==> src/rtl/jddm_pkg.sv <==
// Shared types, codes and constant tables of the joystick differential drive mixer.
// Depends on nothing; the mixer top level imports it.
package jddm_pkg;

    localparam int COORD_W = 13;
    localparam int CFG_W   = 12;
    localparam int GEAR_W  = 4;
    localparam int DUTY_W  = 13;
    localparam int REGION_W = 4;
    localparam int MAG_W   = 14;   // |raw duty| reaches 8192
    localparam int RECIP_W = 23;   // gear * ceil(2^22 / 10)
    localparam int RECIP_SHIFT = 22;

    typedef logic signed [COORD_W-1:0] coord_t;
    typedef logic [CFG_W-1:0]          cfg_data_t;
    typedef logic [1:0]                cfg_index_t;
    typedef logic [GEAR_W-1:0]         gear_t;
    typedef logic [DUTY_W-1:0]         duty_t;
    typedef logic [REGION_W-1:0]       region_t;

    // Register indexes
    localparam cfg_index_t CFG_NARROW_DEAD_ZONE = 2'd0;
    localparam cfg_index_t CFG_WIDE_DEAD_ZONE   = 2'd1;
    localparam cfg_index_t CFG_FULL_SCALE       = 2'd2;

    localparam cfg_data_t NARROW_DEAD_ZONE_RST = 12'd10;
    localparam cfg_data_t WIDE_DEAD_ZONE_RST   = 12'd20;
    localparam cfg_data_t FULL_SCALE_RST       = 12'd4095;

    // Region codes
    localparam region_t REGION_STOP       = 4'd0;
    localparam region_t REGION_FORWARD    = 4'd1;
    localparam region_t REGION_BACK       = 4'd2;
    localparam region_t REGION_SPOT_LEFT  = 4'd3;
    localparam region_t REGION_SPOT_RIGHT = 4'd4;
    localparam region_t REGION_OCT1       = 4'd5;
    localparam region_t REGION_OCT8       = 4'd12;

    localparam duty_t DUTY_MAX = 13'd8191;

    // Per-region mix: direction bits and 0/1 weights of full scale, |x|, |y| per side
    typedef struct packed {
        logic left_on;
        logic right_on;
        logic o_left;
        logic a_left;
        logic b_left;
        logic o_right;
        logic a_right;
        logic b_right;
    } weights_t;

    localparam weights_t W_STOP       = 8'b0000_0000;
    localparam weights_t W_FORWARD    = 8'b1100_1001;
    localparam weights_t W_BACK       = 8'b0000_1001;
    localparam weights_t W_SPOT_LEFT  = 8'b0101_0010;
    localparam weights_t W_SPOT_RIGHT = 8'b1001_0010;

    // Indexed by {octant, over full scale}
    localparam weights_t OCT_W [16] = '{
        8'b1010_1010, 8'b1001_0101,
        8'b1111_0001, 8'b1100_1110,
        8'b1100_1110, 8'b1111_0001,
        8'b0101_0101, 8'b0110_1010,
        8'b0110_1010, 8'b0101_0101,
        8'b0011_0001, 8'b0000_1110,
        8'b0000_1110, 8'b0011_0001,
        8'b1001_0101, 8'b1010_1010
    };

    // gear * 419431; (p * this) >> 22 equals floor(p * gear / 10) for p * gear < 2^18
    localparam logic [RECIP_W-1:0] GEAR_RECIP [16] = '{
        23'd0,       23'd419431,  23'd838862,  23'd1258293,
        23'd1677724, 23'd2097155, 23'd2516586, 23'd2936017,
        23'd3355448, 23'd3774879, 23'd4194310, 23'd4613741,
        23'd5033172, 23'd5452603, 23'd5872034, 23'd6291465
    };

endpackage

==> src/rtl/joystick_differential_drive_mixer.sv <==
// Joystick differential drive mixer: region sort, duty mix and gear scaling.
// Depends on jddm_pkg for field types, region codes and the weight tables.
//
// Channel   Signals                                        Handshake
// --------  ---------------------------------------------  -----------------------------
// sample    start, busy, stick_x, stick_y, gear_level      taken when start && !busy
// result    done, left_on, right_on, left_duty,            one-cycle strobe on done
//           right_duty, motion_region
// config    cfg_valid, cfg_ready, cfg_index, cfg_data      write when cfg_valid && cfg_ready
//
// One sample per cycle, sustained; the result strobe follows the accepting edge through the
// input register, then one pass of compares and a 14x23 reciprocal multiply per side into
// the result register. busy never rises: there is no loop or shared unit to wait on.
// rst_n clears the valid flags and loads the register reset values at once.
// The receiver cannot stall, so nothing back-pressures the pipe.
module joystick_differential_drive_mixer (
    input  logic                 clk,
    input  logic                 rst_n,
    input  logic                 start,
    output logic                 busy,
    input  jddm_pkg::coord_t     stick_x,
    input  jddm_pkg::coord_t     stick_y,
    input  jddm_pkg::gear_t      gear_level,
    output logic                 done,
    output logic                 left_on,
    output logic                 right_on,
    output jddm_pkg::duty_t      left_duty,
    output jddm_pkg::duty_t      right_duty,
    output jddm_pkg::region_t    motion_region,
    input  logic                 cfg_valid,
    output logic                 cfg_ready,
    input  jddm_pkg::cfg_index_t cfg_index,
    input  jddm_pkg::cfg_data_t  cfg_data
);
    import jddm_pkg::*;

    localparam int PROD_W = MAG_W + RECIP_W;

    // Configuration registers
    cfg_data_t narrow_dz_reg;
    cfg_data_t wide_dz_reg;
    cfg_data_t full_scale_reg;

    // Input stage
    logic      in_valid_reg;
    coord_t    x_reg;
    coord_t    y_reg;
    gear_t     gear_reg;

    // Result stage
    logic      done_reg;
    logic      left_on_reg;
    logic      right_on_reg;
    duty_t     left_duty_reg;
    duty_t     right_duty_reg;
    region_t   region_reg;

    // Mix logic
    logic [COORD_W-1:0] ax;
    logic [COORD_W-1:0] ay;
    logic               x_neg;
    logic               x_pos;
    logic               y_neg;
    logic               y_pos;
    logic               over;
    logic [2:0]         oct;
    logic               oct_hit;
    region_t            region_next;
    weights_t           w;
    logic [MAG_W-1:0]   mag_left;
    logic [MAG_W-1:0]   mag_right;
    duty_t              left_duty_next;
    duty_t              right_duty_next;

    // |full*o - |x|*a - |y|*b|
    function automatic logic [MAG_W-1:0] raw_mag(
        input logic o, input logic a, input logic b,
        input cfg_data_t fs, input logic [COORD_W-1:0] mx, input logic [COORD_W-1:0] my
    );
        logic [MAG_W:0] term_f;
        logic [MAG_W:0] term_a;
        logic [MAG_W:0] term_b;
        logic [MAG_W:0] v;
        logic [MAG_W:0] m;
        term_f = o ? {3'b000, fs} : '0;
        term_a = a ? {2'b00, mx} : '0;
        term_b = b ? {2'b00, my} : '0;
        v = term_f - term_a - term_b;
        m = v[MAG_W] ? (~v + 1'b1) : v;
        return m[MAG_W-1:0];
    endfunction

    // floor(m * gear / 10), saturated to the duty range
    function automatic duty_t scale_duty(input logic [MAG_W-1:0] m, input gear_t g);
        logic [PROD_W-1:0]  prod;
        logic [PROD_W-RECIP_SHIFT-1:0] q;
        prod = PROD_W'(m) * PROD_W'(GEAR_RECIP[g]);
        q = prod[PROD_W-1:RECIP_SHIFT];
        return (q > (PROD_W-RECIP_SHIFT)'(DUTY_MAX)) ? DUTY_MAX : q[DUTY_W-1:0];
    endfunction

    assign busy      = 1'b0;
    assign cfg_ready = 1'b1;

    // Configuration writes; drop writes beyond the register list
    always_ff @(posedge clk or negedge rst_n)
    begin
        if (!rst_n)
        begin
            narrow_dz_reg  <= NARROW_DEAD_ZONE_RST;
            wide_dz_reg    <= WIDE_DEAD_ZONE_RST;
            full_scale_reg <= FULL_SCALE_RST;
        end
        else if (cfg_valid && cfg_ready)
        begin
            unique case (cfg_index)
                CFG_NARROW_DEAD_ZONE: narrow_dz_reg  <= cfg_data;
                CFG_WIDE_DEAD_ZONE:   wide_dz_reg    <= cfg_data;
                CFG_FULL_SCALE:       full_scale_reg <= cfg_data;
                default:              ;
            endcase
        end
    end

    // Capture each accepted sample
    always_ff @(posedge clk or negedge rst_n)
    begin
        if (!rst_n)
        begin
            in_valid_reg <= 1'b0;
        end
        else
        begin
            in_valid_reg <= start && !busy;
        end
    end

    always_ff @(posedge clk)
    begin
        if (start && !busy)
        begin
            x_reg    <= stick_x;
            y_reg    <= stick_y;
            gear_reg <= gear_level;
        end
    end

    // Sort the sample into the first matching region, in priority order
    always_comb
    begin
        x_neg = x_reg[COORD_W-1];
        y_neg = y_reg[COORD_W-1];
        x_pos = !x_neg && (x_reg != '0);
        y_pos = !y_neg && (y_reg != '0);
        ax = x_neg ? (~x_reg + 1'b1) : x_reg;
        ay = y_neg ? (~y_reg + 1'b1) : y_reg;
        over = ({1'b0, ax} + {1'b0, ay}) > {2'b00, full_scale_reg};

        oct         = 3'd0;
        oct_hit     = 1'b0;
        region_next = REGION_STOP;
        w           = W_STOP;

        if (ax < {1'b0, wide_dz_reg} && ay < {1'b0, wide_dz_reg})
        begin
            region_next = REGION_STOP;
        end
        else if (ax < {1'b0, narrow_dz_reg} && y_neg)
        begin
            region_next = REGION_FORWARD;
            w = W_FORWARD;
        end
        else if (ax < {1'b0, narrow_dz_reg} && y_pos)
        begin
            region_next = REGION_BACK;
            w = W_BACK;
        end
        else if (x_neg && ay <= {1'b0, wide_dz_reg})
        begin
            region_next = REGION_SPOT_LEFT;
            w = W_SPOT_LEFT;
        end
        else if (x_pos && ay <= {1'b0, wide_dz_reg})
        begin
            region_next = REGION_SPOT_RIGHT;
            w = W_SPOT_RIGHT;
        end
        else if (x_pos && y_neg)
        begin
            oct_hit = 1'b1;
            oct = (ax >= ay) ? 3'd0 : 3'd1;
        end
        else if (x_neg && y_neg)
        begin
            oct_hit = 1'b1;
            oct = (ay > ax) ? 3'd2 : 3'd3;
        end
        else if (x_neg && y_pos)
        begin
            oct_hit = 1'b1;
            oct = (ax > ay) ? 3'd4 : 3'd5;
        end
        else if (x_pos && y_pos)
        begin
            oct_hit = 1'b1;
            oct = (ay >= ax) ? 3'd6 : 3'd7;
        end

        if (oct_hit)
        begin
            region_next = REGION_OCT1 + {1'b0, oct};
            w = OCT_W[{oct, over}];
        end

        mag_left  = raw_mag(w.o_left, w.a_left, w.b_left, full_scale_reg, ax, ay);
        mag_right = raw_mag(w.o_right, w.a_right, w.b_right, full_scale_reg, ax, ay);
        left_duty_next  = scale_duty(mag_left, gear_reg);
        right_duty_next = scale_duty(mag_right, gear_reg);
    end

    // Result register: strobe one cycle per sample
    always_ff @(posedge clk or negedge rst_n)
    begin
        if (!rst_n)
        begin
            done_reg <= 1'b0;
        end
        else
        begin
            done_reg <= in_valid_reg;
        end
    end

    always_ff @(posedge clk)
    begin
        if (in_valid_reg)
        begin
            left_on_reg    <= w.left_on;
            right_on_reg   <= w.right_on;
            left_duty_reg  <= left_duty_next;
            right_duty_reg <= right_duty_next;
            region_reg     <= region_next;
        end
    end

    assign done          = done_reg;
    assign left_on       = left_on_reg;
    assign right_on      = right_on_reg;
    assign left_duty     = left_duty_reg;
    assign right_duty    = right_duty_reg;
    assign motion_region = region_reg;

    // Every accepted sample comes out as a result strobe
    assert property (@(posedge clk) disable iff (!rst_n)
        (start && !busy) |-> ##2 done)
    else $error("accepted sample produced no result");

    // Stop gives both sides off and idle
    assert property (@(posedge clk) disable iff (!rst_n)
        (done && motion_region == REGION_STOP) |->
            (!left_on && !right_on && left_duty == '0 && right_duty == '0))
    else $error("stop region with nonzero output");

    // Straight runs drive both sides equally
    assert property (@(posedge clk) disable iff (!rst_n)
        (done && (motion_region == REGION_FORWARD || motion_region == REGION_BACK)) |->
            (left_duty == right_duty && left_on == right_on))
    else $error("straight run with unequal sides");

    // Region code stays within the defined set
    assert property (@(posedge clk) disable iff (!rst_n)
        done |-> (motion_region <= REGION_OCT8))
    else $error("region code out of range");

endmodule

==> config.mk <==
export PLATFORM = sky130hd
export DESIGN_NAME = joystick_differential_drive_mixer
export DESIGN_NICKNAME = d
export VERILOG_FILES = /design/src/rtl/jddm_pkg.sv /design/src/rtl/joystick_differential_drive_mixer.sv
export SDC_FILE = /design/constraint.sdc
export NUM_CORES = 1
export LEC_CHECK = 0
export ABC_AREA = 0
export ABC_CLOCK_PERIOD_IN_PS = 14500
export BUFFER_PORTS_ARGS = -buffer_cell sky130_fd_sc_hd__buf_2
export CAP_MARGIN = 25
export CORE_UTILIZATION = 60
export DETAILED_ROUTE_END_ITERATION = 8
export HOLD_SLACK_MARGIN = 0.08
export PLACE_DENSITY = 0.91
export SETUP_SLACK_MARGIN = 0.15
export SLEW_MARGIN = 20
export SYNTH_ARGS = -nofsm -noshare
export SYNTH_HDL_FRONTEND = slang
export SYNTH_SLANG_ARGS = --single-unit
==> constraint.sdc <==
create_clock -name clk -period 14.5 [get_ports clk]
set_input_delay 2.9 -clock clk [delete_from_list [all_inputs] [get_ports clk]]
set_output_delay 2.9 -clock clk [all_outputs]
set_load 0.02 [all_outputs]
==> metrics, run 1 <==
Commonest cells post-synth=inv_1, fa_1, ha_1; synth unique cells=91; Die Y=210 µm; Exit stage=global routing (5_1_grt); number of buffers created by CTS=9; Max H-tree Level=3; PortBufs=80; flops & latches, synth=100; post-synth top area share=30.4%; vias in the first global route=33,700; largest net degree at the start of global routing=39; Avg Inst Size Synth=8.72 µm²; outcome=did not finish; count leader, synth=inv_1; area leader, netlist=fa_1; first-pass GRT wire length=227,000 µm; post-detail-place hpwl=72,300 µm; warnings from Yosys=0; Initial Utilization=61.3%; GRT Total Usage=72.0%; GRT Residual Overflow=24; clock sink count=100; Halt Reason=[ERROR GRT-0116] Global routing finished with congestion. Check the congestion regions in the DRC Viewer.; DIE WIDTH=210 µm; deepest clock path buffer count=2; Net Count, Synth=3,735; fraction of registers with async set/reset=38.0%; Top FF cell, synth=edfxtp_1; IO Pins=83; # rows=75; Post-CTS Hold Buffers=0; cell area after synthesis=25,900 µm²; CTS root buffer=clkbuf_16; sequential cell area fraction in the yosys report=10.9%; Post-synth EDFFs=62; Mapped Cells=2,967; GPL Wtd Cong=1.13; top cells by area, synth=fa_1, ha_1, inv_1, edfxtp_1, nor2_1
## layer usage
layer	GRT overflow	track usage, %
met5	0	40.2
met3	2	65.5
met4	14	69.7
met1	1	69.5
met2	7	84.3
## through the flow
step / cell area (µm²) / setup slack, ns / setup TNS, ns / hold WS, ns / instances
floorplan: 26300 / 0.0480 / 0 / 0.479 / 2967
global placement: 30300 / -0.717 / -10.57 / 0.488 / 3940
detailed placement: 30300 / -1.64 / -35.57 / 0.498 / 3940
CTS: 31700 / -0.655 / -15.65 / 0.523 / 4009
## logic make-up after synthesis
family	count (synthesis)	share of synthesized area, %
buffers and inverters	681	9.99
and+or+nand+nor	833	15.0
other	2	0.0290
xor gates and xnor gates	134	4.68
DFF	100	10.9
adders and majority gates	720	46.2
AOI/OAI and AO/OA	462	11.7
muxes	35	1.48
## timing repair
item / 4_1_cts
pin swaps: 97
setup endpoints to repair: 26
setup buffers: 53
resized for setup: 173
==> inputs of run 2 (changes only) <==
--- a/config.mk
+++ b/config.mk
@@ -6,14 +6,12 @@
 export NUM_CORES = 1
 export LEC_CHECK = 0
 export ABC_AREA = 0
-export ABC_CLOCK_PERIOD_IN_PS = 14500
+export ABC_CLOCK_PERIOD_IN_PS = 18900
 export BUFFER_PORTS_ARGS = -buffer_cell sky130_fd_sc_hd__buf_2
 export CAP_MARGIN = 25
-export CORE_UTILIZATION = 60
+export CORE_UTILIZATION = 40
 export DETAILED_ROUTE_END_ITERATION = 8
-export HOLD_SLACK_MARGIN = 0.08
-export PLACE_DENSITY = 0.91
-export SETUP_SLACK_MARGIN = 0.15
+export PLACE_DENSITY_LB_ADDON = 0.15
 export SLEW_MARGIN = 20
 export SYNTH_ARGS = -nofsm -noshare
 export SYNTH_HDL_FRONTEND = slang
==> constraint.sdc (replaced) <==
create_clock -name clk -period 18.9 [get_ports clk]
set_input_delay 3.78 -clock clk [delete_from_list [all_inputs] [get_ports clk]]
set_output_delay 3.78 -clock clk [all_outputs]
set_load 0.02 [all_outputs]
==> run 2 against run 1 <==
  * The flow now finishes without violations
  * Synthesized cell count stayed put
  * Area after synthesis unchanged
==> metrics, run 2 <==
Commonest cells post-synth=inv_1, fa_1, ha_1; crit share post-route=93.3%; drt initial violations=1,389; max cap viols=0; vias in the first global route=21,500; Net Count, Synth=3,735 (unchanged); count leader, synth=inv_1; slowest stage delay, CP=0.64 ns; Post-Layout Cell Count=3,892; CTS root buffer=clkbuf_16; worst-skew pair later-pin latency=0.39 ns; post-detail-place hpwl=67,600 µm (-6.5%); clock-pin slew on the worst setup and hold paths=0.08 ns; Top FF cell, synth=edfxtp_1; placed insts=3,874 (-1.7%); critical path class=reg2reg; fraction of registers with async set/reset=38.0% (unchanged); via count=20,700; largest net degree at the start of global routing=39; IO Pins=83 (unchanged); CP Data Required Time=19.02 ns; headroom to the max-slew limit=26.4%; layout net count=3,809; GRT Residual Overflow=0; Avg Inst Size Synth=8.72 µm² (unchanged); warnings from Yosys=0 (unchanged); core area=63,500 µm²; Max Fclk=56.7 MHz; final hold vios=0; most common cell after layout, fill and taps aside=inv_1; DRC=0; P&R area growth vs syn=7.70%; Max H-tree Level=3 (unchanged); CP Max Fanout=13; CTS tree=done; # rows=92 (+23%); outcome=finished, final reports clean; setup violators final=0; Final Skew=0.0188 ns; sequential cell area fraction in the yosys report=10.9% (unchanged); Detail Route Antenna Nets=0; flops & latches, synth=100 (unchanged); DIE WIDTH=256 µm (+22%); Setup Buffers After CTS=0 (-100%); area leader, netlist=fa_1; Initial Utilization=40.7% (-21 points); Post-CTS Hold Buffers=0 (unchanged); Mapped Cells=2,967 (unchanged); post-synth top area share=30.4% (unchanged); post-synthesis adder-cell area fraction=46.2% (unchanged); drt total wl=78,600 µm; synth unique cells=91 (unchanged); crit start category=flop; die area=65,700 µm²; most frequent cells in the layout=inv_1, fa_1, ha_1; largest family of logic cells by synthesized area=adder cells; Arr. time, crit path=17.75 ns; Final Slew Violations=0; Post-Synth XOR/XNOR Area=4.68% (unchanged); clock sink count=100 (unchanged); wire length per cell=20.2 µm; GRT Total Usage=24.5%; fin crit period=17.63 ns; DP Area=27,500 µm² (-9.3%); crit path max-delay cell type=fa_1; number of buffers created by CTS=9 (unchanged); GPL Wtd Cong=0.953 (-16%); fin area=27,900 µm²; initial antenna violation count=2; post-synthesis mux area share=1.48% (unchanged); Worst Setup End Kind=flop; Simple-Gate Fraction of Synth Area=15.0% (unchanged); top cells by area, synth=fa_1, ha_1, inv_1, edfxtp_1, nor2_1; Synth Area in Compound Gates=11.7% (unchanged); Die Y=256 µm (+22%); Slew @ Worst Pin=1.10 ns; first-pass iteration count of the detailed router=5; PortBufs=80 (unchanged); number of antenna diodes=0; cell area after synthesis=25,900 µm² (unchanged); Post-synth EDFFs=62 (unchanged); fraction of layout cells with a size suffix above 1=8.08%; routed vias/inst=5.31; HP Class=reg2reg; first-pass GRT wire length=124,000 µm; deepest clock path buffer count=2 (unchanged)
-- run 2: cell counts after synthesis --
No cell type changed its count.
-- run 2: kinds of logic (layout without fill, tap and decap cells) --
kind of cell    after synthesis  in the layout
simple gates                833            833
fa+ha+maj                   720            720
buf+inv                     681            760
compound gates              462            462
xor+xnor                    134            134
flops                       100            100
mux                          35             35
other cells                   2              2
-- run 2: per-stage QoR --
stage | hold slack, ns | TNS, ns | setup WS [ns] | util [%]
after detailed placement | 0.493 | 0 | 1.09 | 43.3
after global routing | 0.537 | -0.00801 | -0.00801 | 43.9
after floorplan | 0.479 | 0 | 3.31 | -
after global placement | 0.494 | 0 | 1.34 | 43.2
after CTS | 0.512 | 0 | 1.07 | 43.8
final | 0.514 | 0 | 1.27 | 43.9
-- run 2: critical path: cells and delay by family (launching register included) --
| family | cells | cell delay, ns |
|---|---|---|
| AO/OA/AOI/OAI | 32 | 6.53 |
| adder cells (fa/ha/maj) | 13 | 5.44 |
| AND/OR/NAND/NOR | 16 | 3.43 |
| XOR/XNOR | 3 | 0.88 |
| buffers and inverters | 5 | 0.66 |
| flip-flops | 1 | 0.42 |
-- run 2: cell type report --
class                           count  area, µm²
Timing Repair Buffer              140        868
Inverter                          604       2270
Fill cell                        6390      35700
Sequential cell                   100       2830
Clock inverter                      6       76.3
Tap cell                          846       1060
Multi-Input combinational cell   2186      20500
Clock buffer                       10        239
-- run 2: what timing repair did --
| action | CTS | global route |
|---|---|---|
| endpoints found under the setup margin | 0 | 26 |
| endpoints found under the hold margin | 0 | 0 |
| resized for setup | 0 | 7 |
-- run 2: routing by layer --
metal | track usage (%) | up-vias | routed length (µm)
met4 | 8.33 | 2 | 2820
li1 | - | 9701 | -
met5 | 0 | - | 13
met1 | 33.2 | 10200 | 34900
met3 | 2.84 | 131 | 4140
met2 | 40.7 | 635 | 36700
-- run 2: path summary, 6_finish.rpt --
path / to / start / cells after the start / slack [ns]
min in group asynchronous: wide_dz_reg[6] / rst_n / 1 / 3.50
setup reg to reg: left_duty[10] / y_reg[0] / 69 / 1.27
setup / recovery: left_duty[10] / y_reg[0] / 69 / 1.27
hold reg to reg: wide_dz_reg[6] / wide_dz_reg[6] / 1 / 0.51
max in group asynchronous: in_valid_reg / rst_n / 1 / 14.85
hold / removal: wide_dz_reg[6] / wide_dz_reg[6] / 1 / 0.51
Power of run 2 is left out: the tool's default activity adds up to more than one toggle a clock period on the data nets, which glitch-free logic cannot reach.
==> inputs of run 3 (changes only) <==
--- a/config.mk
+++ b/config.mk
@@ -7,11 +7,12 @@
 export LEC_CHECK = 0
 export ABC_AREA = 0
 export ABC_CLOCK_PERIOD_IN_PS = 18900
-export BUFFER_PORTS_ARGS = -buffer_cell sky130_fd_sc_hd__buf_2
+export BUFFER_PORTS_ARGS = -buffer_cell sky130_fd_sc_hd__buf_4
 export CAP_MARGIN = 25
 export CORE_UTILIZATION = 40
 export DETAILED_ROUTE_END_ITERATION = 8
 export PLACE_DENSITY_LB_ADDON = 0.15
+export RECOVER_POWER = 100
 export SLEW_MARGIN = 20
 export SYNTH_ARGS = -nofsm -noshare
 export SYNTH_HDL_FRONTEND = slang
==> run 3 against run 2 <==
  * The run now ends with max-capacitance violations, max-slew violations left
  * Utilization rose by 0.15 points
  * Non-clock buffer count grew 2
  * Highest routed layer is now met4
  * Maximum frequency down 1.1%
  * Largest cell class unchanged
  * Worst hold slack worse by 0.0043 ns
  * Die area stayed put
  * First-iteration DRC count down 7.8%
  * Global-route usage decreased by 0.15 points
  * Cell count hardly changed
  * Cell area increased by 0.35%
  * Worst setup slack worse by 0.20 ns
  * Critical endpoint is now right_duty[6]
  * Sequential cell count did not move
  * Wire length decreased by 0.43%
==> metrics, run 3 (synthesized netlist as in run 2, its figures left out) <==
GPL Wtd Cong=0.942 (-1.2%); final core occ=44.0% (+0.15 points); headroom to the max-slew limit=-42.4% (-69 points); initial antenna violation count=0 (-2); vias in the first global route=21,400 (-0.66%); hold path endpoint=wide_dz_reg[7]; GRT Total Usage=24.4% (-0.15 points); die area=65,700 µm² (unchanged); final hold vios=0 (unchanged); crit path max-delay cell type=fa_1; fin crit period=17.83 ns (+0.198 ns); core area=63,500 µm² (unchanged); wire length per cell=20.1 µm (-0.48%); Fill cells=6,408 (+0.28%); Final WS setup=1.07 ns (-0.198 ns); DIE WIDTH=256 µm (unchanged); deepest clock path buffer count=2 (unchanged); setup violators final=0 (unchanged); Post-CTS Resized=0 (unchanged); Arr. time, crit path=18.09 ns (+0.34 ns); max cap viols=2 (+2); Final Slew Violations=71 (+71); drt initial violations=1,281 (-7.8%); clock sink count=100 (unchanged); Post-Layout Cell Count=3,894 (+0.051%); Hold Startpoint=wide_dz_reg[7]; P&R area growth vs syn=8.07%; crit start category=flop; first-pass GRT wire length=123,000 µm (-0.59%); most common cell after layout, fill and taps aside=inv_1; slowest stage delay, CP=0.69 ns (+0.05 ns); CP Data Required Time=19.16 ns (+0.14 ns); number of buffers created by CTS=9 (unchanged); Setup Buffers After CTS=0 (unchanged); most frequent cells in the layout=inv_1, fa_1, ha_1; via count=20,600 (-0.25%); IO Pins=83 (unchanged); clock-pin slew on the worst setup and hold paths=0.08 ns (about the same); PortBufs=80 (unchanged); CTS root buffer=clkbuf_16; Post-CTS Hold Buffers=0 (unchanged); Max Fclk=56.1 MHz (-1.1%); Hold Path Depth=1 (unchanged); Reg2Reg Depth=68 (-1.4%); pre-CTS setup slack=0.885 ns (-0.201 ns); fin area=28,000 µm² (+0.35%); Max H-tree Level=3 (unchanged); GRT Residual Overflow=0 (unchanged); CP Max Fanout=11 (-2); # rows=92 (unchanged); Worst Setup End Kind=flop; drt total wl=78,300 µm (-0.43%); outcome=finished, violations left; layout net count=3,811 (+0.053%); largest net degree at the start of global routing=39 (unchanged); DRC=0 (unchanged); reg-to-reg slack, setup=1.07 ns (-0.20 ns); number of antenna diodes=0 (unchanged); DP Area=27,700 µm² (+0.86%); HP Class=reg2reg; first-pass iteration count of the detailed router=6 (+1); Slew @ Worst Pin=2.14 ns (+1.03 ns); Initial Utilization=40.7% (unchanged); fraction of layout cells with a size suffix above 1=7.02% (-1.1 points); Die Y=256 µm (unchanged); placed insts=3,877 (+0.077%); failing checks=max-capacitance violations, max-slew violations; reg2reg start=y_reg[0]; Final Skew=0.0249 ns (+0.00615 ns); critical path class=reg2reg; R2R Path End=right_duty[6]; routed vias/inst=5.29 (-0.30%); post-detail-place hpwl=66,800 µm (-1.2%); worst-skew pair later-pin latency=0.40 ns (about the same); crit share post-route=94.3% (+1.0 points); CTS tree=done; Detail Route Antenna Nets=0 (unchanged); cell mode on critical path=a21oi_1
## run 3: layout make-up
| class | count | area (µm²) | area share [%] |
|---|---|---|---|
| Clock inverter | 7 | 73.8 | 0.264 |
| Sequential cell | 100 | 2830 | 10.1 |
| Inverter | 604 | 2270 | 8.11 |
| Timing Repair Buffer | 142 | 950 | 3.40 |
| Multi-Input combinational cell | 2186 | 20600 | 73.5 |
| Clock buffer | 9 | 225 | 0.805 |
| Tap cell | 846 | 1060 | 3.78 |
## run 3: metrics by stage
step / TNS [ns] / hold WS (ns)
floorplan: 0 / 0.479
global placement: 0 / 0.491
detailed placement: 0 / 0.494
CTS: 0 / 0.512
global route: -0.0630 / 0.518
finish: 0 / 0.510
## run 3: metal layers
metal | track usage [%] | vias up | wire [µm]
li1 | - | 9708 | -
met1 | 32.9 | 10100 | 34500
met2 | 39.9 | 656 | 36500
met3 | 3.56 | 103 | 4810
met4 | 8.35 | 0 | 2470
met5 | 0 | - | 0
## run 3: worst max path at each step
stage	from	to	slack, ns	cells after the start
2_1_floorplan	y_reg[0]	left_duty[10]	3.31	72
3_3_place_gp	y_reg[0]	left_duty[0]	1.27	69
3_5_place_dp	y_reg[0]	left_duty[0]	0.89	69
4_1_cts	y_reg[0]	left_duty[0]	0.82	69
5_1_grt	y_reg[0]	right_duty[2]	-0.02	68
6_report	y_reg[0]	right_duty[6]	1.07	68
## run 3: critical path, delay by kind of cell (launching register included)
family | cells | cell delay (ns)
buffers and inverters | 6 | 1.01
AO/OA/AOI/OAI | 30 | 5.80
AND/OR/NAND/NOR | 16 | 3.91
multiplexers | 1 | 0.45
flip-flops | 1 | 0.43
XOR/XNOR | 3 | 0.90
adder cells (fa/ha/maj) | 12 | 5.19
Power of run 3 is left out for the same reason.
==> inputs of run 4 (changes only) <==
--- a/config.mk
+++ b/config.mk
@@ -6,7 +6,7 @@
 export NUM_CORES = 1
 export LEC_CHECK = 0
 export ABC_AREA = 0
-export ABC_CLOCK_PERIOD_IN_PS = 18900
+export ABC_CLOCK_PERIOD_IN_PS = 21000
 export BUFFER_PORTS_ARGS = -buffer_cell sky130_fd_sc_hd__buf_4
 export CAP_MARGIN = 25
 export CORE_UTILIZATION = 40
==> constraint.sdc (replaced) <==
create_clock -name clk -period 21 [get_ports clk]
set_input_delay 4.2 -clock clk [delete_from_list [all_inputs] [get_ports clk]]
set_output_delay 4.2 -clock clk [all_outputs]
set_load 0.02 [all_outputs]
==> run 4 against run 3 <==
  * The run still ends with max-capacitance violations, max-slew violations left
  * Non-clock buffer count shrank 25
  * Register-to-register slack gained 0.69 ns
  * Critical path depth shrank 5
  * Wire length grew 0.81%
==> metrics, run 4 (synthesized netlist as in run 2, its figures left out) <==
Hold Startpoint=wide_dz_reg[1]; Most Used Layer, Global Route=met2; most common cell after layout, fill and taps aside=inv_1; CTS root buffer=clkbuf_16; Post-Layout Cell Count=3,870 (-0.62%); Final Skew=0.0301 ns (+0.00519 ns); CP Max Fanout=11 (unchanged); Sum Neg Setup Slack=0 ns (unchanged); GRT Residual Overflow=0 (unchanged); Die Y=256 µm (unchanged); Max Fclk=52.0 MHz (-7.3%); via count=20,700 (+0.59%); worst-skew pair later-pin latency=0.40 ns (about the same); met3 usage=3.89% (+0.34 points); HP Class=reg2reg; first-pass GRT wire length=123,000 µm (+0.12%); IO Pins=83 (unchanged); largest net degree at the start of global routing=39 (unchanged); clock-pin slew on the worst setup and hold paths=0.08 ns (about the same); number of buffers created by CTS=9 (unchanged); CTS tree=done; DIE WIDTH=256 µm (unchanged); setup violators final=0 (unchanged); first-pass iteration count of the detailed router=5 (-1); DP Area=27,500 µm² (-0.65%); failing checks=max-capacitance violations, max-slew violations; reg2reg start=x_reg[0]; fin crit period=19.23 ns (+1.41 ns); slowest stage delay, CP=1.26 ns (+0.57 ns); Setup Buffers After CTS=0 (unchanged); final hold vios=0 (unchanged); P&R area growth vs syn=7.06%; GPL Wtd Cong=0.945 (+0.40%); met1 usage=32.4% (-0.59 points); footprint of the multi-input gates=20,500 µm² (-0.43%); deepest clock path buffer count=2 (unchanged); crit start category=flop; Slew @ Worst Pin=2.16 ns (+0.0235 ns); Post-CTS Resized=0 (unchanged); Worst Setup End Kind=flop; Detail Route Antenna Nets=0 (unchanged); clock sink count=100 (unchanged); Arr. time, crit path=19.49 ns (+1.40 ns); R2R Path End=right_duty[11]; post-detail-place hpwl=67,100 µm (+0.37%); die area=65,700 µm² (unchanged); # rows=92 (unchanged); reg-to-reg slack, setup=1.77 ns (+0.69 ns); initial antenna violation count=0 (unchanged); RSZ-0062 raised after global routing=false; met2 Use GR=40.2% (+0.33 points); PortBufs=80 (unchanged); DRC=0 (unchanged); CP Data Required Time=21.25 ns (+2.09 ns); drt initial violations=1,281 (unchanged); Storage cell area=2830 µm² (unchanged); fin area=27,700 µm² (-0.93%); layout net count=3,786 (-0.66%); max cap viols=4 (+2); routed vias/inst=5.36 (+1.2%); Reg2Reg Depth=63 (-7.4%); GRT Total Usage=24.5% (+0.067 points); drt total wl=78,900 µm (+0.81%); Post-CTS Hold Buffers=0 (unchanged); vias in the first global route=21,400 (+0.11%); Final Slew Violations=100 (+41%); most frequent cells in the layout=inv_1, fa_1, ha_1; hold path endpoint=wide_dz_reg[1]; Fill cells=6,429 (+0.33%); headroom to the max-slew limit=-44.0% (-1.6 points); outcome=finished, violations left; crit share post-route=91.6% (-2.7 points); Hold Path Depth=1 (unchanged); cell mode on critical path=a21oi_1; placed insts=3,852 (-0.64%); crit path max-delay cell type=a2111oi_0; critical path class=reg2reg; fraction of layout cells with a size suffix above 1=5.95% (-1.1 points); wire length per cell=20.4 µm (+1.4%); Initial Utilization=40.7% (unchanged); Max H-tree Level=3 (unchanged); core area=63,500 µm² (unchanged); hold slack=0.517 ns (+0.00776 ns)
-- run 4: worst max-delay path by stage --
| stage | startpoint | endpoint | slack, ns | cells after the start |
|---|---|---|---|---|
| after global routing | y_reg[0] | right_duty[4] | 0.37 | 69 |
| after CTS | y_reg[0] | left_duty[0] | 2.14 | 69 |
| after detailed placement | y_reg[0] | left_duty[0] | 2.20 | 69 |
| after floorplan | y_reg[0] | left_duty[10] | 5.41 | 72 |
| final | x_reg[0] | right_duty[11] | 1.77 | 63 |
| after global placement | y_reg[0] | left_duty[0] | 2.37 | 69 |
-- run 4: cell type report --
type / instances / share of cell area [%]
clock buffers: 10 / 0.903
well taps: 846 / 3.82
flip-flops and latches: 100 / 10.2
repair buffers: 117 / 2.75
diodes: 1 / 0.00903
clock inverters: 6 / 0.221
multi-input cells: 2186 / 73.9
inverters: 604 / 8.18
-- run 4: critical path, delay by kind of cell (launching register included) --
family                     cells  cell delay (ns)
muxes                          1             0.54
and+or+nand+nor               18             6.41
adders and majority gates     11             4.99
buffers and inverters          8             0.76
AOI/OAI and AO/OA             23             5.14
DFF                            1             0.50
xor gates and xnor gates       2             0.75
-- run 4: layer usage --
layer  share of wire, %  vias up
met1                 44    10300
met3                5.9      150
met5                  0        -
li1                   -     9654
met2                 46      612
met4                3.8        0
-- run 4: through the flow --
| stage | util (%) | setup slack [ns] |
|---|---|---|
| floorplan | - | 5.41 |
| global placement | 43.2 | 2.37 |
| detailed placement | 43.4 | 2.20 |
| CTS | 43.8 | 2.14 |
| global route | 43.6 | 0.369 |
| finish | 43.6 | 1.77 |
Power of run 4 is left out for the same reason.
